===== src/rtl/monte_carlo_martingale_check_macros.svh =====
// Assertion helpers for the RTL.
`ifndef MONTE_CARLO_MARTINGALE_CHECK_MACROS_SVH
`define MONTE_CARLO_MARTINGALE_CHECK_MACROS_SVH

// Property checked at every rising edge outside reset.
`define MCMC_ASSERT(label, prop, msg) \
  label: assert property (@(posedge clk_i) disable iff (!rst_ni) (prop)) else $error(msg);

// Condition in one cycle implies a condition in the next cycle.
`define MCMC_ASSERT_NEXT(label, cond, nxt, msg) \
  label: assert property (@(posedge clk_i) disable iff (!rst_ni) \
    (cond) |=> (nxt)) else $error(msg);

`endif


===== src/rtl/mcmc_pkg.sv =====
package mcmc_pkg;

  localparam int unsigned FracBits  = 24;
  localparam int unsigned MaxScen   = 4096;
  localparam int unsigned PosW      = $clog2(MaxScen);
  localparam int unsigned CntW      = PosW + 1;
  localparam int unsigned SumW      = 48;
  localparam int unsigned DivNW     = 2 * FracBits + 1;
  localparam int unsigned DivCntW   = $clog2(DivNW + 1);

  localparam logic [31:0]       One    = 32'(1) << FracBits;
  localparam logic [31:0]       Sat32  = '1;
  localparam logic [SumW-1:0]   SumMax = '1;
  localparam logic [CntW-1:0]   MaxCnt = CntW'(MaxScen);
  localparam logic [35:0]       TolMul = 36'd10;

  // Configuration register indexes.
  localparam logic [1:0] CfgCount = 2'd0;
  localparam logic [1:0] CfgMode  = 2'd1;
  localparam logic [1:0] CfgTol   = 2'd2;

  // One queued input beat.
  typedef struct packed {
    logic [31:0] factor;
    logic        restart;
  } item_t;

  // Request to the shared divider.
  typedef struct packed {
    logic             start;
    logic [DivNW-1:0] numer;
    logic [31:0]      denom;
  } div_req_t;

  // Divider status back to the sequencer.
  typedef struct packed {
    logic             busy;
    logic             done;
    logic [DivNW-1:0] quo;
  } div_rsp_t;

endpackage


===== src/rtl/mcmc_front.sv =====
module mcmc_front
  import mcmc_pkg::*;
(
  input  logic        clk_i,
  input  logic        rst_ni,
  input  logic        in_valid_i,
  output logic        in_ready_o,
  input  item_t       in_item_i,
  output logic        q_valid_o,
  input  logic        q_pop_i,
  output item_t       q_item_o
);

  item_t       mem_q [2];
  logic        wr_q, rd_q;
  logic [1:0]  cnt_q;
  logic        push, pop;

  assign in_ready_o = (cnt_q != 2'd2);
  assign q_valid_o  = (cnt_q != 2'd0);
  assign push       = in_valid_i && in_ready_o;
  assign pop        = q_pop_i && q_valid_o;
  assign q_item_o   = mem_q[rd_q];

  // Two-entry queue storage.
  always_ff @(posedge clk_i) begin
    if (push) begin
      mem_q[wr_q] <= in_item_i;
    end
  end

  // Queue pointers and fill level.
  always_ff @(posedge clk_i or negedge rst_ni) begin
    if (!rst_ni) begin
      wr_q  <= 1'b0;
      rd_q  <= 1'b0;
      cnt_q <= 2'd0;
    end else begin
      if (push) wr_q <= ~wr_q;
      if (pop)  rd_q <= ~rd_q;
      cnt_q <= cnt_q + 2'(push) - 2'(pop);
    end
  end

endmodule


===== config.mk =====
export PLATFORM = sky130hd
export DESIGN_NAME = mcmc_front
export DESIGN_NICKNAME = d
export VERILOG_FILES = /design/src/rtl/monte_carlo_martingale_check_macros.svh /design/src/rtl/mcmc_pkg.sv /design/src/rtl/mcmc_front.sv
export SDC_FILE = /design/constraint.sdc
export NUM_CORES = 1
export LEC_CHECK = 0
export BUFFER_PORTS_ARGS = -buffer_cell sky130_fd_sc_hd__buf_2
export CAP_MARGIN = 20
export CORE_ASPECT_RATIO = 1.5
export CORE_MARGIN = 1.5
export CORE_UTILIZATION = 55
export CTS_CLUSTER_DIAMETER = 200
export DETAILED_ROUTE_END_ITERATION = 10
export HOLD_SLACK_MARGIN = 0.06
export PLACE_DENSITY = 0.83
export SYNTH_ARGS = -nofsm -noshare
export SYNTH_HDL_FRONTEND = slang
export SYNTH_SLANG_ARGS = --single-unit

===== constraint.sdc =====
create_clock -name clk_i -period 3.7 [get_ports clk_i]
set_input_delay 0.185 -clock clk_i [delete_from_list [all_inputs] [get_ports clk_i]]
set_output_delay 0.185 -clock clk_i [all_outputs]
set_load 0.02 [all_outputs]

==> reports/summary.md, run 1 <==
The run finished with clean final reports. The top cell type's share of synthesized area is 73.2%. The sequential area share after synthesis came out at 76.9%. The longest clock path from root to sink contains 2 buffers. For this design the ratio of total power to cell area is 765 nW/µm².

The power share of the combinational group came out at 33.5%. Routability-driven placement finished with a final weighted congestion of 0.639. The tools report the total vias in the final route as 1,468. The slew of the pin with the lowest slew margin is 1.01 ns. Net switching is 31.0% of the power. In this design, the largest share of critical-path delay is due to flip-flops.

After routing the design area is 3660 µm². Synthesis produced a netlist with a net count of 159. The total of endpoints with negative setup slack in the final report is 0. After synthesis, the netlist uses 15 different library cells. For the worst setup path, the data arrival time is 1.95 ns. Buffers inserted during post-CTS setup optimization: 0. In this run the critical register-to-register path is launched from cnt_q[1]$_DFF_PN0_. The count of final hold-check violations was 0.

The commonest cells after synthesis are edfxtp_1 (66), mux2_4 (29), buf_6 (4), dfrtp_1 (4), mux2_2 (4). The count of standard-cell rows was 31. In this run the number of H-tree levels came out at 3.

The first global-routing pass estimated 7080 µm of wire. In this run, post-CTS repair resized a total of 0 instances. Number of filler cells placed in the layout: 274. The number of warnings issued by yosys was 0.

The part of the total power dissipated in the clock network is 22.3%. The total number of clock tree sinks is 70, and the number of remaining DRC errors is 0. Using the TritonRoute via totals, the vias-per-cell ratio works out to 4.83. The number of clock buffers added by TritonCTS is 9. Along the worst path, the maximum fanout reaches 34. The count of TritonRoute iterations in the first routing pass is 4, and the final max-slew violation count is 0.

STA classifies the critical path startpoint as a flop. The flop-to-flop setup slack came out at 1.91 ns. For this run, the leading register cell type out of synthesis is edfxtp_1.

At the end of the flow, the number of nets in the layout was 272. Summing internal, switching and leakage power gives 2.80 mW. The share of cells above drive strength 1 came out at 50.8%.

The final layout contains routed wiring with a total length of 4540 µm. Once the floorplan was initialized, standard cells occupied 56.7% of the core. The clock-pin slew of the registers on the worst-case setup and hold paths works out to 0.07 ns.

The endpoint of the worst setup timing path was q_item_o[1]. The final period demand of the worst path came out at 2.14 ns. The count of nets left with antenna violations once routing finished came out at 0. Of the total power, registers draw 44.2%.

Cell with the most instances after synthesis: edfxtp_1. After detailed placement, the total cell area comes to 3120 µm². The tightest min-delay check is of the input port to flop type. The number of buffer and inverter instances along the worst setup path works out to 1. The capturing element type of the critical path was a primary output. The tools report the buffer type at the clock tree root as clkbuf_8. Critical path class: flop to primary output.

Port buffering added 71 buffers. The critical path goes through mux2_2 > buf_2. The fraction of synthesis flops using an asynchronous set or reset pin is 5.71%, and the routed length per placed instance is 14.9 µm. Across all hold checks on the routed design, the worst slack comes to 0.164 ns.

The tools report the initial antenna violation count as 0. After the first detailed-routing iteration, the DRC count stood at 28. On the worst path, the slowest cell contributes a delay of 1.04 ns. The synthesized design contains 70 register bits.

The cell accounting for the most synthesized area was edfxtp_1. The most critical setup path has its startpoint at rd_q$_DFFE_PN0P_. Global routing finished with a remaining overflow of 0. Measured along the y axis, the die boundary spans 88.9 µm. Summed over all nets, the half-perimeter wirelength after detailed placement is 2800 µm.

Counting buffers and inverters, the worst setup path is 2 cells deep. The worst hold path was traced through 3 stages. Worst-skew pair later-pin latency: 0.33 ns.

The via count of the first global-routing pass was 1,511; the growth of design area from synthesis to finish was 35.3%. The slowest stage of the critical path belongs to the cell dfrtp_2. Buffers inserted to repair hold after CTS numbered 34.

The tools report the maximum frequency from static timing analysis as 468 MHz. The floorplan step set the die width to 60.3 µm. The largest net degree at the start of global routing is 35, and the final clock skew is 0.00782 ns. Data on the critical path is required at its endpoint by 3.51 ns.

Max-cap violations in this run came to 0. The repair_antennas step left the layout with diodes totalling 0. The worst register-to-register path ends at mem_q[0][27]$_DFFE_PP_. TritonCTS built the clock tree.

The global-route usage over all layers is 19.3%. Summed over all cells, the static leakage comes to 1.49 nW. For the area of the mapped netlist, the log shows 2710 µm².

The net switching component of the power is 869 µW, and the per-instance average area after synthesis is 22.6 µm². After routing, the total negative slack on setup checks comes to 0 ns. The fraction of the cycle the final worst path needs works out to 57.7%. The worst-case IR drop observed on VDD is 0.000664 V. After floorplanning, the core was sized to cover 4770 µm². In this run the count of I/O pins placed on the die edge is 72.

Counting cells, the worst reg-to-reg path comes to 3. Counting every instance in the synthesized netlist gives 120. Internal power comes to 1.93 mW.

Setup repair after global routing left no endpoint under its margin. The area enclosed by the die boundary is 5360 µm², and the remaining max-slew budget at the tightest pin is 32.3%. Yosys attributes the largest share of cell area to edfxtp_1 (73%), mux2_4 (16%), dfrtp_1 (3.7%), buf_6 (1.7%), mux2_2 (1.7%). In this run, synthesis inferred 66 flip-flops with an integrated enable.
## power by group through the flow
stage / logic (mW) / clock network [mW] / registers (mW)
final: 0.939 / 0.625 / 1.24
after global routing: 1.01 / 0.668 / 1.27
after CTS: 0.951 / 0.636 / 1.24
after detailed placement: 0.919 / 0 / 1.26
after global placement: 0.901 / 0 / 1.24
after floorplan: 0.790 / 0 / 1.15
## cell usage in the layout (no fill, tap or decap), drive strengths merged
| master | synthesis | layout |
|---|---|---|
| mux2 | 33 | 33 |
| inv | 1 | 1 |
| nand2 | 1 | 1 |
| xor2 | 1 | 1 |
| clkbuf | 0 | 11 |
| bufinv | 0 | 2 |
| buf | 4 | 72 |
| xnor2 | 3 | 3 |
| or2 | 1 | 1 |
| edfxtp | 66 | 66 |
| dfrtp | 4 | 4 |
| clkinv | 0 | 3 |
| and3 | 1 | 1 |
| dlygate4sd3 | 0 | 34 |
| and2 | 1 | 1 |
| nor2 | 1 | 1 |
| nand2b | 1 | 1 |
| ha | 2 | 2 |
## worst reg2reg max path, stage by stage, from the launching register on
cell and delay [ns]:
dfrtp_1 0.40, nand2b_1 0.12, nand2_1 0.15, nor2_4 0.74
## metal layers
| metal | GRT usage (%) | up-vias | share of wire (%) |
|---|---|---|---|
| met5 | 0 | - | 0 |
| met4 | 10.7 | 0 | 2.1 |
| met3 | 6.80 | 9 | 4.8 |
| met2 | 30.7 | 45 | 55 |
| met1 | 22.5 | 726 | 38 |
| li1 | - | 688 | - |
## final cells by class
| class | instances | area (µm²) | share of cell area (%) |
|---|---|---|---|
| Clock buffer | 11 | 131 | 3.59 |
| Multi-Input combinational cell | 45 | 583 | 15.9 |
| Sequential cell | 70 | 2080 | 56.9 |
| Tap cell | 66 | 82.6 | 2.26 |
| Inverter | 1 | 3.75 | 0.103 |
| Clock inverter | 5 | 73.8 | 2.02 |
| Timing Repair Buffer | 106 | 703 | 19.2 |
## kinds of logic (layout without fill, tap and decap cells)
| kind of cell | Yosys count | count (layout) | synth area share, % |
|---|---|---|---|
| adder cells (fa/ha/maj) | 2 | 2 | 0.924 |
| XOR/XNOR | 4 | 4 | 1.29 |
| buffers and inverters | 5 | 123 | 1.80 |
| flip-flops | 70 | 70 | 76.9 |
| AND/OR/NAND/NOR | 6 | 6 | 1.29 |
| multiplexers | 33 | 33 | 17.8 |
## sequential cells by signal, indices dropped and copies added (netlist names)
name   flops
mem_q     66
cnt_q      2
rd_q       1
wr_q       1
## stage by stage
stage / utilization [%] / setup WS [ns] / std cells
floorplan: - / 1.12 / 120
detailed placement: 65.3 / 1.89 / 254
global route: 76.7 / 1.43 / 304
global placement: 65.3 / 1.92 / 254
CTS: 76.7 / 1.52 / 304
finish: 76.7 / 1.56 / 304
## worst min-delay path by stage
stage	startpoint	end	slack, ns
after detailed placement	rst_ni	wr_q$_DFFE_PN0N_	0.002
final	q_pop_i	rd_q$_DFFE_PN0P_	0.16
after global routing	q_pop_i	rd_q$_DFFE_PN0P_	0.14
after global placement	rst_ni	cnt_q[0]$_DFF_PN0_	-0.006
after CTS	q_pop_i	rd_q$_DFFE_PN0P_	0.15
after floorplan	rst_ni	cnt_q[0]$_DFF_PN0_	-0.11
No activity file was read; power rests on OpenSTA's default activity.
==> run 2, diff against run 1 <==
--- a/config.mk
+++ b/config.mk
@@ -5,15 +5,16 @@
 export SDC_FILE = /design/constraint.sdc
 export NUM_CORES = 1
 export LEC_CHECK = 0
+export ABC_AREA = 1
 export BUFFER_PORTS_ARGS = -buffer_cell sky130_fd_sc_hd__buf_2
 export CAP_MARGIN = 20
 export CORE_ASPECT_RATIO = 1.5
 export CORE_MARGIN = 1.5
-export CORE_UTILIZATION = 55
+export CORE_UTILIZATION = 51
 export CTS_CLUSTER_DIAMETER = 200
 export DETAILED_ROUTE_END_ITERATION = 10
 export HOLD_SLACK_MARGIN = 0.06
-export PLACE_DENSITY = 0.83
+export PLACE_DENSITY = 0.78
 export SYNTH_ARGS = -nofsm -noshare
 export SYNTH_HDL_FRONTEND = slang
 export SYNTH_SLANG_ARGS = --single-unit
==> constraint.sdc (replaced) <==
create_clock -name clk_i -period 2 [get_ports clk_i]
set_input_delay 0.1 -clock clk_i [delete_from_list [all_inputs] [get_ports clk_i]]
set_output_delay 0.1 -clock clk_i [all_outputs]
set_load 0.02 [all_outputs]
==> run 2 against run 1 <==
  * Global-route usage is essentially flat
  * Largest power group unchanged
  * Clock-buffer cell count stayed put
  * Non-clock buffer count increased by 6
  * Critical path type unchanged
  * First-iteration DRC count grew 36%
  * Utilization shrank 5.8 points
  * Die area is 6.8% higher
  * Critical endpoint is now q_item_o[7]
  * Cell count up 29%
==> reports/summary.md, run 2 <==
Number of non-filler instances in the completed layout: 393 (+29%). By count the netlist is led by nand2_1 (102), edfxtp_1 (66), nand2_2 (10), inv_1 (8). Among all cell types in the netlist, the one instantiated most often is nand2_1.

The logs give 5.10 mW (+82%) for the overall power of the completed layout and 1,789 (+22%) for the total vias in the final route. Fraction of synthesis flops using an asynchronous set or reset pin: 5.71% (unchanged). In the final layout, the registers with the most flip-flops are mem_q x66, cnt_q x2. The cell accounting for the most synthesized area is edfxtp_1.

Count of input and output buffers: 71 (unchanged). The remaining max-slew budget at the tightest pin was 66.2% (+34 points). The count of H-tree levels built during CTS is 3 (unchanged). The post-synthesis net count was 243 (+53%). The most frequent standard cell in the layout excluding fill and tap cells was nand2_1. The number of flip-flops in the largest register works out to 66 (unchanged). The worst-skew pair later-pin latency was 0.33 ns (about the same). The tree is rooted in a clkbuf_8. The critical path data required time was 1.90 ns (-1.61 ns).

The horizontal extent of the die works out to 62.3 µm (+3.3%). The fraction of the cycle the final worst path needs is 85.5%. The critical path class was flop to primary output. Final max-slew violation count: 0 (unchanged). The count of pins on the block boundary is 72 (unchanged), and the routed wire length is 5100 µm (+12%).

For the flop-to-flop setup slack, the log shows 0.49 ns (-1.42 ns). For the arrival time of the worst setup path, the log shows 1.61 ns (-0.34 ns). The clock-pin slew of the registers on the worst-case setup and hold paths was 0.07 ns (about the same); the worst-case vdd ir drop was 0.000754 V (+14%). The top cell type's share of synthesized area was 73.7% (+0.51 points); the antenna diode count was 0 (unchanged). The total CTS buffers was 9 (unchanged).

The count of routing violations after the opening detailed-route iteration came out at 38 (+36%). For the count of final hold-check violations, the log shows 0 (unchanged). The worst-path maximum fanout was 14 (-59%); the count of antenna-violating nets left after detailed routing was 0 (unchanged). Growth of design area from synthesis to finish: 35.3% (about the same). The slew of the pin with the lowest slew margin was 0.507 ns (-0.508 ns).

The worst setup path is captured at a primary output. The count of TritonRoute iterations in the first routing pass was 4 (unchanged); the share of cells above drive strength 1 was 31.1% (-20 points). Sequential area share after synthesis: 77.5% (+0.54 points). The initial antenna violation count is 0 (unchanged), and the cell area power density is 1400 nW/µm² (+83%). The die height came out at 91.9 µm (+3.4%). The path class of the tightest hold or removal check is input port to flop. The starting density of the core came out at 52.4% (-4.3 points). The logs give 384 (+40%) for the number of filler cells placed in the layout and 19.3% (+0.043 points) for the global-route usage over all layers. The tools report the global-route wire length before repair as 8190 µm (+16%). Synthesized netlist cell count: 204 (+70%). The per-instance average area after synthesis is 13.2 µm² (-42%), and the tightest hold margin is 0.0742 ns (-0.0900 ns).

Type of origin of the critical path: a flop. mem_q holds more flip-flops than any other register. The tools report the area of the mapped netlist as 2690 µm² (-0.69%). The dominant register cell in the synthesized netlist was edfxtp_1.

The area enclosed by the die boundary came out at 5720 µm² (+6.8%). The final clock skew came out at 0.00429 ns (-0.00353 ns). Number of nets in the layout: 359 (+32%).

Maximum frequency from static timing analysis: 585 MHz. Max-cap violation count: 0 (unchanged). The run gives 0 (unchanged) as the number of instances resized during post-cts repair. The per-cell via count in the routed design was 4.55 (-5.7%). Setup repair after global routing left no endpoint under its margin. The via count of the first global-routing pass is 1,882 (+25%). The number of enable-type register cells in the synthesized netlist is 66 (unchanged), and the largest net degree at the start of global routing is 35 (unchanged).

The logs give 71.0% (-5.8 points) for the final design utilization and 0.779 (+22%) for the final weighted congestion of routability-driven global placement. The total negative slack is 0 ns (unchanged). The top cell types in the final layout, fill and taps aside, are nand2_1 (102), buf_2 (71), edfxtp_1 (66). The total core area was 5120 µm² (+7.4%). For the total number of clock tree sinks, the log shows 70 (unchanged). Yosys attributes the largest share of cell area to edfxtp_1 (74%), nand2_1 (14%), dfrtp_1 (3.7%), nand2_2 (2.3%), buf_6 (1.7%). The routed length per placed instance is 13.0 µm (-13%).

The worst path in the final design needs a cycle of 1.71 ns, including I/O delays and setup. The leakage dissipation is 1.61 nW (+8.0%), and the register bit count reported by yosys is 70 (unchanged). The logs give 0 (unchanged) for the number of remaining DRC errors and 32 (+3.2%) for the count of standard-cell rows. The tools report the instance count after placement with tap cells included as 342 (+35%). The run gives 0 (unchanged) as the number of warnings issued by yosys.

The run gives 12 (-3) as the count of unique library cells instantiated by Yosys. The logs give 2 (unchanged) for the number of buffers on the longest clock path and 3140 µm (+12%) for the post-DP HPWL. The total of endpoints with negative setup slack in the final report came out at 0 (unchanged).

The run gives 0 (unchanged) as the total congestion overflow. TritonCTS built the clock tree. The run finished with clean final reports.
run 2: cell count changes in the layout (fill, tap and decap cells not counted), sizes merged, moves of 3 or more:
cell	delta
inv	+8
buf	+5
mux2	-33
nand3	+3
nand2	+111
xnor2	-3
run 2: kinds of logic (layout without fill, tap and decap cells):
group,after synthesis,count (layout),share of synthesized area [%]
buffers and inverters,16,137,4.33
AND/OR/NAND/NOR,116,116,17.3
adder cells (fa/ha/maj),2,2,0.931
flip-flops,70,70,77.5
run 2: path summary, 6_finish.rpt:
check                                   start                    end  cells past startpoint
setup / recovery             rd_q$_DFFE_PN0P_            q_item_o[7]                      4
hold / removal                     in_valid_i       wr_q$_DFFE_PN0N_                      3
setup reg to reg           cnt_q[1]$_DFF_PN0_  mem_q[1][6]$_DFFE_PP_                      4
hold reg to reg              wr_q$_DFFE_PN0N_       wr_q$_DFFE_PN0N_                      2
max in group asynchronous              rst_ni       wr_q$_DFFE_PN0N_                      2
min in group asynchronous              rst_ni       rd_q$_DFFE_PN0P_                      2
run 2: stage by stage:
stage | setup WS (ns) | area [µm²]
after floorplan | 0.00368 | 2690
after global placement | 0.523 | 3110
after detailed placement | 0.485 | 3110
after CTS | 0.249 | 3640
after global routing | 0.161 | 3640
final | 0.289 | 3640
run 2: repair_timing:
item                                   4_1_cts  5_1_grt
buffers inserted                             0        0
hold buffers                                35        0
endpoints found under the hold margin       71        0
run 2: per-layer routing:
metal	share of wire, %	vias to the layer above	track usage [%]
li1	-	905	-
met1	38	831	20.0
met2	57	44	35.7
met3	3.4	9	3.68
met4	2.2	0	11.9
met5	0	-	0
run 2: power breakdown:
part	switching [mW]	internal (mW)	total [mW]
clock	0.496	0.567	1.06
sequential	0.131	2.00	2.13
combinational	1.30	0.603	1.91
run 2: final cells by class:
class	count	area, µm²	area share [%]
clock buffer	11	131	3.61
sequential	70	2080	57.2
timing repair buffer	112	751	20.6
multi-input combinational	118	497	13.7
clock inverter	5	50.0	1.38
inverter	9	41.3	1.14
tap	68	85.1	2.34
run 2: critical path, stage by stage, from the launching register on:
cell	delay (ns)
dfrtp_1	0.66
buf_4	0.30
nand2_1	0.08
nand2_1	0.08
buf_2	0.16
