===== config.mk =====
export PLATFORM = sky130hd
export DESIGN_NAME = mcmc_div
export DESIGN_NICKNAME = d
export VERILOG_FILES = /design/src/rtl/monte_carlo_martingale_check_macros.svh /design/src/rtl/mcmc_pkg.sv /design/src/rtl/mcmc_div.sv
export SDC_FILE = /design/constraint.sdc
export NUM_CORES = 1
export LEC_CHECK = 0
export ABC_AREA = 1
export BUFFER_PORTS_ARGS = -buffer_cell sky130_fd_sc_hd__buf_2
export CORE_MARGIN = 4
export CORE_UTILIZATION = 41
export DETAILED_ROUTE_END_ITERATION = 10
export SETUP_SLACK_MARGIN = 0.1
export SLEW_MARGIN = 20
export SYNTH_ARGS = -nofsm -noshare
export SYNTH_HDL_FRONTEND = slang
export SYNTH_SLANG_ARGS = --single-unit

===== constraint.sdc =====
create_clock -name clk_i -period 4.7 [get_ports clk_i]
set_clock_uncertainty 0.1 [all_clocks]
set_input_delay 0 -clock clk_i [delete_from_list [all_inputs] [get_ports clk_i]]
set_output_delay 0 -clock clk_i [all_outputs]
set_load 0.005 [all_outputs]

===== src/rtl/monte_carlo_martingale_check_macros.svh =====
// Assertion helpers for the RTL.
`ifndef MONTE_CARLO_MARTINGALE_CHECK_MACROS_SVH
`define MONTE_CARLO_MARTINGALE_CHECK_MACROS_SVH

// Property checked at every rising edge outside reset.
`define MCMC_ASSERT(label, prop, msg) \
  label: assert property (@(posedge clk_i) disable iff (!rst_ni) (prop)) else $error(msg);

// Condition in one cycle implies a condition in the next cycle.
`define MCMC_ASSERT_NEXT(label, cond, nxt, msg) \
  label: assert property (@(posedge clk_i) disable iff (!rst_ni) \
    (cond) |=> (nxt)) else $error(msg);

`endif


===== src/rtl/mcmc_pkg.sv =====
package mcmc_pkg;

  localparam int unsigned FracBits  = 24;
  localparam int unsigned MaxScen   = 4096;
  localparam int unsigned PosW      = $clog2(MaxScen);
  localparam int unsigned CntW      = PosW + 1;
  localparam int unsigned SumW      = 48;
  localparam int unsigned DivNW     = 2 * FracBits + 1;
  localparam int unsigned DivCntW   = $clog2(DivNW + 1);

  localparam logic [31:0]       One    = 32'(1) << FracBits;
  localparam logic [31:0]       Sat32  = '1;
  localparam logic [SumW-1:0]   SumMax = '1;
  localparam logic [CntW-1:0]   MaxCnt = CntW'(MaxScen);
  localparam logic [35:0]       TolMul = 36'd10;

  // Configuration register indexes.
  localparam logic [1:0] CfgCount = 2'd0;
  localparam logic [1:0] CfgMode  = 2'd1;
  localparam logic [1:0] CfgTol   = 2'd2;

  // One queued input beat.
  typedef struct packed {
    logic [31:0] factor;
    logic        restart;
  } item_t;

  // Request to the shared divider.
  typedef struct packed {
    logic             start;
    logic [DivNW-1:0] numer;
    logic [31:0]      denom;
  } div_req_t;

  // Divider status back to the sequencer.
  typedef struct packed {
    logic             busy;
    logic             done;
    logic [DivNW-1:0] quo;
  } div_rsp_t;

endpackage


===== src/rtl/mcmc_div.sv =====
module mcmc_div
  import mcmc_pkg::*;
(
  input  logic     clk_i,
  input  logic     rst_ni,
  input  div_req_t req_i,
  output div_rsp_t rsp_o
);

  logic [DivNW-1:0]   n_q;
  logic [31:0]        d_q;
  logic [32:0]        r_q;
  logic [DivCntW-1:0] cnt_q;
  logic               busy_q, done_q;
  logic [32:0]        r_sh;
  logic               ge;

  // One quotient bit per cycle, restoring.
  assign r_sh = {r_q[31:0], n_q[DivNW-1]};
  assign ge   = (r_sh >= {1'b0, d_q});

  always_ff @(posedge clk_i) begin
    if (req_i.start) begin
      n_q <= req_i.numer;
      d_q <= req_i.denom;
      r_q <= '0;
    end else if (busy_q) begin
      r_q <= ge ? (r_sh - {1'b0, d_q}) : r_sh;
      n_q <= {n_q[DivNW-2:0], ge};
    end
  end

  always_ff @(posedge clk_i or negedge rst_ni) begin
    if (!rst_ni) begin
      busy_q <= 1'b0;
      done_q <= 1'b0;
      cnt_q  <= '0;
    end else begin
      done_q <= 1'b0;
      if (req_i.start) begin
        busy_q <= 1'b1;
        cnt_q  <= DivCntW'(DivNW);
      end else if (busy_q) begin
        cnt_q <= cnt_q - 1'b1;
        if (cnt_q == DivCntW'(1)) begin
          busy_q <= 1'b0;
          done_q <= 1'b1;
        end
      end
    end
  end

  assign rsp_o.busy = busy_q;
  assign rsp_o.done = done_q;
  assign rsp_o.quo  = n_q;

endmodule


==> results of run 1 <==
worst register-to-register path, stage by stage (launching register included):
cell,delay [ns]
edfxtp_1,0.32
inv_1,0.05
ha_1,0.28
inv_1,0.05
nor2_1,0.28
nand3_1,0.20
nor3_2,0.32
nand2_4,0.31
nand2_4,0.46
nand2_1,0.17
nand3_1,0.10
nand2_1,0.06
state kept, by name, indices dropped and copies added, names as in the netlist:
| register | flops |
|---|---|
| cnt_q | 6 |
| r_q | 32 |
| n_q | 49 |
| busy_q | 1 |
| d_q | 32 |
| done_q | 1 |
layout make-up:
type                    instances  area share [%]
clock buffers                  18            4.38
clock inverters                14            1.75
inverters                     171            6.56
flip-flops and latches        121            33.4
repair buffers                222            15.8
multi-input cells             721            35.2
well taps                     229            2.93
diodes                          1          0.0256
cells by family after synthesis:
logic type	after synthesis
compound gates	56
xor+xnor	14
fa+ha+maj	35
buf+inv	198
flops	121
simple gates	616
layer usage:
metal  wire (um)  vias to the layer above
li1            -                     3670
met1        9660                     3236
met2        9600                      198
met3        1280                       23
met4         284                        0
met5           0                        -
where the power goes:
group / internal, W / switching, W
clock network: 0.000836 / 0.000510
logic: 0.000683 / 0.00112
registers: 0.00131 / 0.0000999
total: 0.00283 / 0.00173
worst paths after layout:
check	end	cells after the start
max	r_q[16]	11
min	d_q[29]	2
max reg2reg	r_q[16]	11
min reg2reg	r_q[28]	2
max in group asynchronous	cnt_q[2]	3
min in group asynchronous	done_q	3
stage by stage:
step | utilization, % | area, um2
finish | 54.5 | 9790
floorplan | - | 7500
global placement | 46.5 | 8350
CTS | 54.5 | 9790
global route | 54.5 | 9790
detailed placement | 46.5 | 8350
placed cells by master, fill, tap and decap left out, drive strengths merged, types with 3 or more instances in the layout:
| cell | Yosys | layout |
|---|---|---|
| xnor2 | 13 | 13 |
| nand3 | 75 | 75 |
| o21bai | 5 | 5 |
| edfxtp | 81 | 81 |
| bufinv | 0 | 3 |
| dfrtp | 8 | 8 |
| nand3b | 20 | 20 |
| ha | 34 | 34 |
| clkbuf | 11 | 18 |
| clkinv | 0 | 7 |
| nor3 | 6 | 6 |
| a21oi | 27 | 27 |
| nand2 | 455 | 455 |
| nor2 | 54 | 54 |
| dfxtp | 32 | 32 |
| dlygate4sd3 | 0 | 84 |
| o21ai | 22 | 22 |
| buf | 16 | 138 |
| inv | 171 | 174 |
| nand4 | 3 | 3 |
==> metrics.md, run 1 <==
| Metric | Value |
|---|---|
| Met1 GRT Util | `27.1%` |
| Clock Tree Root | `clkbuf_16` |
| Post-synthesis sequential area ratio | `43.6%` |
| R2R Path Start | `d_q[31]` |
| RSZ-0062 raised after global routing | `no` |
| Core Region | `0.0180 mm2` |
| Footprint of the multi-input gates | `0.00344 mm2` |
| Max-cap viol count | `0` |
| Final setup violation count | `0` |
| Synth Flop Type | `edfxtp_1` |
| Global route total overflow | `0` |
| Chip width | `143 um` |
| Xor/xnor cell area share of the yosys netlist | `1.63%` |
| H-tree Lvls | `4` |
| CTS tree | `built` |
| GP Congestion | `0.934` |
| PD cells | `466 mW/mm2` |
| Storage cell area | `0.00327 mm2` |
| Synth top area cells | `edfxtp_1 (32%), nand2_1 (22%), dfxtp_1 (8.5%), inv_1 (8.5%), ha_1 (5.7%)` |
| Max incr delay on CP | `0.44 ns` |
| Die area | `0.0205 mm2` |
| CP bufs+invs | `2` |
| Unique masters post-synth | `35` |
| Fin crit period | `2.81 ns` |
| Initial Util | `41.8%` |
| Clock slew seen by the registers of the worst setup and hold paths | `0.06 ns` |
| CP Max Fanout | `34` |
| Post-Syn Nets | `1159` |
| Worst EP required | `4.91 ns` |
| Fmax | `356 MHz` |
| Rel. slew slack | `38.9%` |
| Die height | `143 um` |
| Rows | `49` |
| First-pass GRT wire length | `34.0 mm` |
| Number of global-route vias before repair | `6902` |
| Postcts setup bufs | `0` |
| Post-synthesis adder-cell area fraction | `5.94%` |
| Critical Path Source Type | `flip-flop` |
| Critical Path AT | `3.02 ns` |
| Met2 usage | `34.9%` |
| Worst vdd ir | `271 uV` |
| # placed instances | `1380` |
| GRT Util Overall | `21.0%` |
| Most common cell in the netlist | `nand2_1` |
| Clk_lat worst skew | `0.42 ns` |
| Status | `finished clean` |
| Fin nets | `1373` |
| Main combinational cell family by area after synthesis | `simple AND/OR/NAND/NOR gates` |
| Worst Hold Slack | `0.185 ns` |
| Measured slew at the worst slew-check pin | `0.917 ns` |
| Layout cells sized above 1 | `15.0%` |
| Worst slack at placement | `1.94 ns` |
| Post-CTS resize count | `0` |
| Maximum root-to-sink buffer count | `2` |
| I/O Pins | `135` |
| Drt drc | `0` |
| Number of synthesized flops with an enable pin | `81` |
| Initial antenna violation count | `1` |
| DR WL/cell | `13.9 um` |
| CTS Sinks | `121` |
| Area Growth Syn to Fin | `30.5%` |
| Met3 Resource Use GR | `5.79%` |
| Hold_buf cts | `84` |
| Cell taking the most area after synthesis | `edfxtp_1` |
| Worst Hold Class | `input pin to flip-flop` |
| Crit. End Element | `flip-flop` |
| Synth Register Bits | `121` |
| TritonCTS Buffers | `17` |
| Area share of the largest cell type after synthesis | `32.4%` |
| # fillers | `1748` |
| Total number of vias | `7127` |
| Post-synthesis compound-gate area fraction | `3.94%` |
| Setup TNS | `0 ns` |
| Most instantiated cells after synthesis | `nand2_1 (448), inv_1 (169), edfxtp_1 (81), nand3_1 (73), nor2_1 (47)` |
| Area of the mapped netlist | `0.00750 mm2` |
| Cell count after synthesis | `1040` |
| Critical path type | `flip-flop to flip-flop` |
| R2r setup slk | `1.89 ns` |
| Static Leak | `5.20 nW` |
| Vias per cell | `4.76` |
| CP top delay family | `simple AND/OR/NAND/NOR gates` |
| DRT Pass-1 Iters | `4` |
| Final Slew Violations | `0` |
| Hold Fails Final Rpt | `0` |
| Proportion of synthesized area in mux cells | `0%` |
| Final HPWL DP | `14.6 mm` |
| Post-route ant nets | `0` |
| Async SR Flop Fraction | `6.61%` |
| Power Total | `0.00456 W` |
| Global routing's busiest layer | `met2` |
| Cell at the slowest stage of the critical path | `nand2_4` |
| Synth Area per Inst | `7.21 um2` |
| Hold path start | `req_i[29]` |
| Synth Warn # | `0` |
| Cell chain of the critical path | `inv_1, ha_1, inv_1, nor2_1, nand3_1, nor3_2, nand2_4, nand2_4, nand2_1, nand3_1, nand2_1` |
| Period utilisation layout | `59.8%` |
| Post-synthesis simple-gate area fraction | `34.3%` |
| Largest net degree at the start of global routing | `59` |
| Non-filler cells, final | `1497` |
| Worst setup slack after layout | `1.89 ns` |
| Routed Wire Length | `20.8 mm` |
| Worst setup path startpoint | `d_q[31]` |
| DR iter-0 viols | `354` |
| PortBufs | `134` |
Note: power is estimated with default switching activity, not from simulation.
==> run 2, diff against run 1 <==
clock period = 2.3 ns   (was 4.7 ns; I/O delays follow)
==> metrics.md, run 2 (synthesis results as in run 1) <==
| Metric | Value |
|---|---|
| Max-cap viol count | `0 (unchanged)` |
| Worst vdd ir | `544 uV (+100%)` |
| Max incr delay on CP | `0.34 ns (-0.10 ns)` |
| GP Congestion | `0.979 (+4.8%)` |
| Crit. End Element | `flip-flop` |
| CP endpoint | `r_q[0]` |
| CTS Sinks | `121 (unchanged)` |
| Rows | `49 (unchanged)` |
| First-pass GRT wire length | `36.3 mm (+6.8%)` |
| Die area | `0.0205 mm2 (unchanged)` |
| Initial antenna violation count | `0 (-1)` |
| R2R Path Start | `d_q[26]` |
| Crit Reg-Reg Endpoint | `r_q[0]` |
| TritonCTS Buffers | `17 (unchanged)` |
| Worst EP required | `2.50 ns (-2.41 ns)` |
| Setup TNS | `0 ns (unchanged)` |
| PortBufs | `134 (unchanged)` |
| Cell at the slowest stage of the critical path | `edfxtp_1` |
| DR iter-0 viols | `523 (+48%)` |
| CTS tree | `built` |
| Measured slew at the worst slew-check pin | `0.520 ns (-0.397 ns)` |
| Commonest non-fill, non-tap cell in the layout | `nand2_1` |
| Final Slew Violations | `0 (unchanged)` |
| Critical Path AT | `2.40 ns (-0.62 ns)` |
| Most frequent cells in the layout | `nand2_1 (395), inv_1 (144), buf_2 (134)` |
| Post-route ant nets | `0 (unchanged)` |
| Status | `finished clean` |
| I/O Pins | `135 (unchanged)` |
| Worst hold path stage count | `2 (unchanged)` |
| Fin crit period | `2.19 ns (-0.620 ns)` |
| Vias per cell | `4.75 (-0.24%)` |
| H-tree Lvls | `4 (unchanged)` |
| Total number of vias | `7357 (+3.2%)` |
| CP Max Fanout | `5 (-85%)` |
| Rel. slew slack | `65.3% (+26 points)` |
| Static Leak | `5.53 nW (+6.4%)` |
| Drt drc | `0 (unchanged)` |
| Core Region | `0.0180 mm2 (unchanged)` |
| Fmax | `456 MHz (+28%)` |
| Largest net degree at the start of global routing | `75 (+27%)` |
| Worst Hold Slack | `0.178 ns (-0.00740 ns)` |
| Initial Util | `41.8% (unchanged)` |
| Cell chain of the critical path | `inv_1, ha_4, nand2_1, nor2_2, inv_2, nor3_4, nand2_4, nand2_4, buf_12, clkbuf_16, nand2_1, nand3_1, o21ai_0` |
| Worst setup path startpoint | `d_q[26]` |
| Hold Fails Final Rpt | `0 (unchanged)` |
| DR WL/cell | `14.9 um (+7.2%)` |
| Layout cells sized above 1 | `28.6% (+14 points)` |
| Clock Tree Root | `clkbuf_16` |
| Routed Wire Length | `23.1 mm (+11%)` |
| Final HPWL DP | `15.6 mm (+6.8%)` |
| RSZ-0062 raised after global routing | `yes` |
| Biggest regs | `n_q: 49 flops, d_q: 32 flops, r_q: 32 flops` |
| Chip width | `143 um (unchanged)` |
| Maximum root-to-sink buffer count | `2 (unchanged)` |
| Worst Hold Class | `input pin to flip-flop` |
| GRT Util Overall | `22.6% (+1.6 points)` |
| R2r setup slk | `0.11 ns (-1.78 ns)` |
| Biggest register | `n_q` |
| Worst setup slack after layout | `0.109 ns (-1.78 ns)` |
| Largest register FFs | `49 (unchanged)` |
| Worst R2R Path Depth | `13 (+2)` |
| PD cells | `992 mW/mm2 (+110%)` |
| Clk_lat worst skew | `0.44 ns (+0.02 ns)` |
| Period utilisation layout | `95.3% (+35 points)` |
| Final setup violation count | `0 (unchanged)` |
| Number of global-route vias before repair | `7322 (+6.1%)` |
| # placed instances | `1415 (+2.5%)` |
| Non-filler cells, final | `1549 (+3.5%)` |
| Area Growth Syn to Fin | `46.0%` |
| Fin nets | `1426 (+3.9%)` |
| Worst slack at placement | `-0.0570 ns (-1.99 ns)` |
| Critical path type | `flip-flop to flip-flop` |
| Antenna Cells | `0 (-1)` |
| Die height | `143 um (unchanged)` |
| Critical Path Source Type | `flip-flop` |
| Global route total overflow | `0 (unchanged)` |
| Clock slew seen by the registers of the worst setup and hold paths | `0.07 ns (about the same)` |
| DRT Pass-1 Iters | `5 (+1)` |
## run 2: changes by cell type in the layout (fill, tap and decap cells not counted), sizes merged
cell	delta
inv	+3
buf	+52
clkinv	-3
diode	-1
bufinv	-1
clkinvlp	+2
## run 2: where the power goes
group / switching (W) / total, W / internal, W
Clock: 0.00111 / 0.00273 / 0.00162
Combinational: 0.00284 / 0.00516 / 0.00232
Sequential: 0.000289 / 0.00298 / 0.00269
## run 2: routing by layer
layer	track usage [%]	up-vias	part of all wire, %
met5	0	-	0
met4	7.09	0	2.1
met3	5.76	32	5.6
met2	37.1	219	48
met1	29.4	3336	45
li1	-	3770	-
## run 2: cell type report
class	count	area (um2)
Clock buffer	17	425
Tap cell	229	287
Multi-Input combinational cell	721	4130
Sequential cell	121	3270
Timing Repair Buffer	275	2030
Clock inverter	15	165
Fill cell	1571	7010
Inverter	171	642
## run 2: worst max-delay path, delay by kind of cell (launching register included)
kind                       cells  cell delay (ns)
and+or+nand+nor                7             0.81
AOI/OAI and AO/OA              1             0.07
adders and majority gates      1             0.30
DFF                            1             0.34
buffers and inverters          4             0.43
## run 2: per-stage QoR
stage,util [%],total power [W],area [um2]
4_1_cts,57.9,0.0101,10400
5_1_grt,61.0,0.0116,11000
3_5_place_dp,48.2,0.00686,8660
2_1_floorplan,-,0.00561,7500
3_3_place_gp,48.2,0.00682,8660
6_report,61.0,0.0109,11000
## run 2: worst min path at each step
stage | end | slack, ns | from
finish | d_q[28] | 0.18 | req_i[28]
global route | d_q[24] | 0.17 | req_i[24]
CTS | d_q[3] | 0.17 | req_i[3]
detailed placement | cnt_q[5] | -0.24 | rst_ni
global placement | cnt_q[5] | -0.25 | rst_ni
floorplan | busy_q | -0.40 | rst_ni
## run 2: repair_timing
item | 4_1_cts | 5_1_grt
hold endpoints to repair | 98 | 0
pin swaps | 4 | 39
setup endpoints to repair | 33 | 33
cloned | 0 | 1
setup buffers | 6 | 11
resized for setup | 33 | 131
hold buffers | 84 | 0
==> run 3, diff against run 2 <==
PLACE_DENSITY_LB_ADDON = 0.05   (was not set)
==> metrics.md, run 3 (synthesis results as in run 1) <==
| Metric | Value |
|---|---|
| Largest register FFs | `49 (unchanged)` |
| Post-route ant nets | `0 (unchanged)` |
| Final HPWL DP | `15.5 mm (-0.69%)` |
| First-pass GRT wire length | `35.0 mm (-3.8%)` |
| Placed instance area | `0.00864 mm2 (-0.26%)` |
| Routed Wire Length | `22.6 mm (-2.0%)` |
| Static Leak | `5.48 nW (-0.98%)` |
| Initial antenna violation count | `0 (unchanged)` |
| Fmax | `458 MHz (+0.34%)` |
| Die area | `0.0205 mm2 (unchanged)` |
| Largest net degree at the start of global routing | `80 (+6.7%)` |
| Antenna Cells | `0 (unchanged)` |
| Most frequent cells in the layout | `nand2_1 (408), inv_1 (156), buf_2 (134)` |
| Final setup violation count | `0 (unchanged)` |
| RSZ-0062 raised after global routing | `yes` |
| Critical Path Source Type | `flip-flop` |
| Area Growth Syn to Fin | `44.3%` |
| Design Area, Final | `0.0108 mm2 (-1.2%)` |
| Global route total overflow | `0 (unchanged)` |
| Worst vdd ir | `779 uV (+43%)` |
| Biggest regs | `n_q: 49 flops, d_q: 32 flops, r_q: 32 flops` |
| Met1 GRT Util | `28.6% (-0.79 points)` |
| Final Slew Violations | `0 (unchanged)` |
| Crit. End Element | `flip-flop` |
| TritonCTS Buffers | `17 (unchanged)` |
| PD cells | `980 mW/mm2 (-1.2%)` |
| Rel. slew slack | `37.5% (-28 points)` |
| Status | `finished clean` |
| Number of global-route vias before repair | `7028 (-4.0%)` |
| Clock Tree Root | `clkbuf_16` |
| Worst EP required | `2.49 ns (about the same)` |
| DRT Pass-1 Iters | `8 (+3)` |
| GP Congestion | `0.922 (-5.8%)` |
| Global routing's busiest layer | `met2` |
| Fin nets | `1411 (-1.1%)` |
| DR iter-0 viols | `309 (-41%)` |
| Met2 usage | `35.4% (-1.8 points)` |
| Drt drc | `0 (unchanged)` |
| CP Max Fanout | `12 (+7)` |
| Commonest non-fill, non-tap cell in the layout | `nand2_1` |
| DR WL/cell | `14.8 um (-1.0%)` |
| Rows | `49 (unchanged)` |
| Setup TNS | `0 ns (unchanged)` |
| Fin crit period | `2.18 ns (-0.00753 ns)` |
| Max-cap viol count | `0 (unchanged)` |
| Met3 Resource Use GR | `5.22% (-0.54 points)` |
| CTS tree | `built` |
| Core Region | `0.0180 mm2 (unchanged)` |
| Total number of vias | `7334 (-0.31%)` |
| Chip width | `143 um (unchanged)` |
| Measured slew at the worst slew-check pin | `0.936 ns (+0.416 ns)` |
| Initial Util | `41.8% (unchanged)` |
| I/O Pins | `135 (unchanged)` |
| Hold Fails Final Rpt | `0 (unchanged)` |
| GRT Util Overall | `21.6% (-0.95 points)` |
| Layout cells sized above 1 | `25.6% (-3.0 points)` |
| Period utilisation layout | `94.9% (-0.33 points)` |
| Critical path type | `flip-flop to flip-flop` |
| Die height | `143 um (unchanged)` |
| Clock slew seen by the registers of the worst setup and hold paths | `0.06 ns (about the same)` |
| H-tree Lvls | `4 (unchanged)` |
| Biggest register | `n_q` |
| CTS Sinks | `121 (unchanged)` |
| Worst Hold Class | `input pin to flip-flop` |
| PortBufs | `134 (unchanged)` |
| Maximum root-to-sink buffer count | `2 (unchanged)` |
| Critical Path AT | `2.37 ns (-0.03 ns)` |
| Vias per cell | `4.78 (+0.66%)` |
| Clk_lat worst skew | `0.42 ns (-0.02 ns)` |
-- run 3: where the power goes --
part	internal [W]	switching [W]	leakage [nW]
Clock	0.00150	0.00108	0.272
Sequential	0.00269	0.000282	1.21
Combinational	0.00226	0.00281	4.00
Total	0.00644	0.00417	5.48
-- run 3: final cells by class --
class                      count  area, um2
sequential                   121       3270
tap                          229        287
fill                        1651       7140
multi-input combinational    721       4090
clock inverter                13        123
timing repair buffer         260       1980
inverter                     171        642
clock buffer                  19        433
-- run 3: path summary, 6_finish.rpt --
check                         start  endpoint  slack [ns]  cells after the start
min in group asynchronous    rst_ni    busy_q        0.47                      3
setup reg to reg            r_q[24]   r_q[17]        0.12                     14
hold / removal             req_i[2]    d_q[2]        0.19                      2
hold reg to reg             r_q[30]   r_q[30]        0.38                      2
setup / recovery            r_q[24]   r_q[17]        0.12                     14
max in group asynchronous    rst_ni  cnt_q[1]        1.36                      3
-- run 3: routing by layer --
metal,routed length (um),up-vias
li1,-,3743
met4,452,0
met3,1220,38
met5,0,-
met2,10700,189
met1,10300,3364
-- run 3: repair_timing --
| action | 4_1_cts | 5_1_grt |
|---|---|---|
| cloned | 0 | 3 |
| hold buffers | 84 | 0 |
| hold endpoints to repair | 94 | 0 |
| buffers inserted | 0 | 8 |
| endpoints found under the setup margin | 33 | 33 |
| resized for setup | 9 | 143 |
| pin swaps | 0 | 8 |
-- run 3: through the flow --
step                      util (%)  hold slack, ns  cells  power (W)  worst slack (ns)
final                         60.2           0.186   1534     0.0106             0.116
after detailed placement      48.1          -0.247   1407    0.00683          0.000147
after global placement        48.1          -0.247   1407    0.00684           0.00394
after global routing          60.2           0.173   1534     0.0113           -0.0391
after floorplan                  -          -0.396   1040    0.00561             0.222
after CTS                     56.0           0.166   1523    0.00959            0.0942
-- run 3: critical path, stage by stage, from the launching register on --
cell	delay, ns
dfxtp_1	0.37
ha_4	0.33
nand2_4	0.07
nor2_4	0.18
nand2_2	0.07
nor2_2	0.10
nand3_1	0.10
nand3_2	0.10
nor2_4	0.06
buf_12	0.15
nand2_8	0.10
buf_12	0.14
nand2_1	0.06
nand3_1	0.06
o21ai_1	0.06
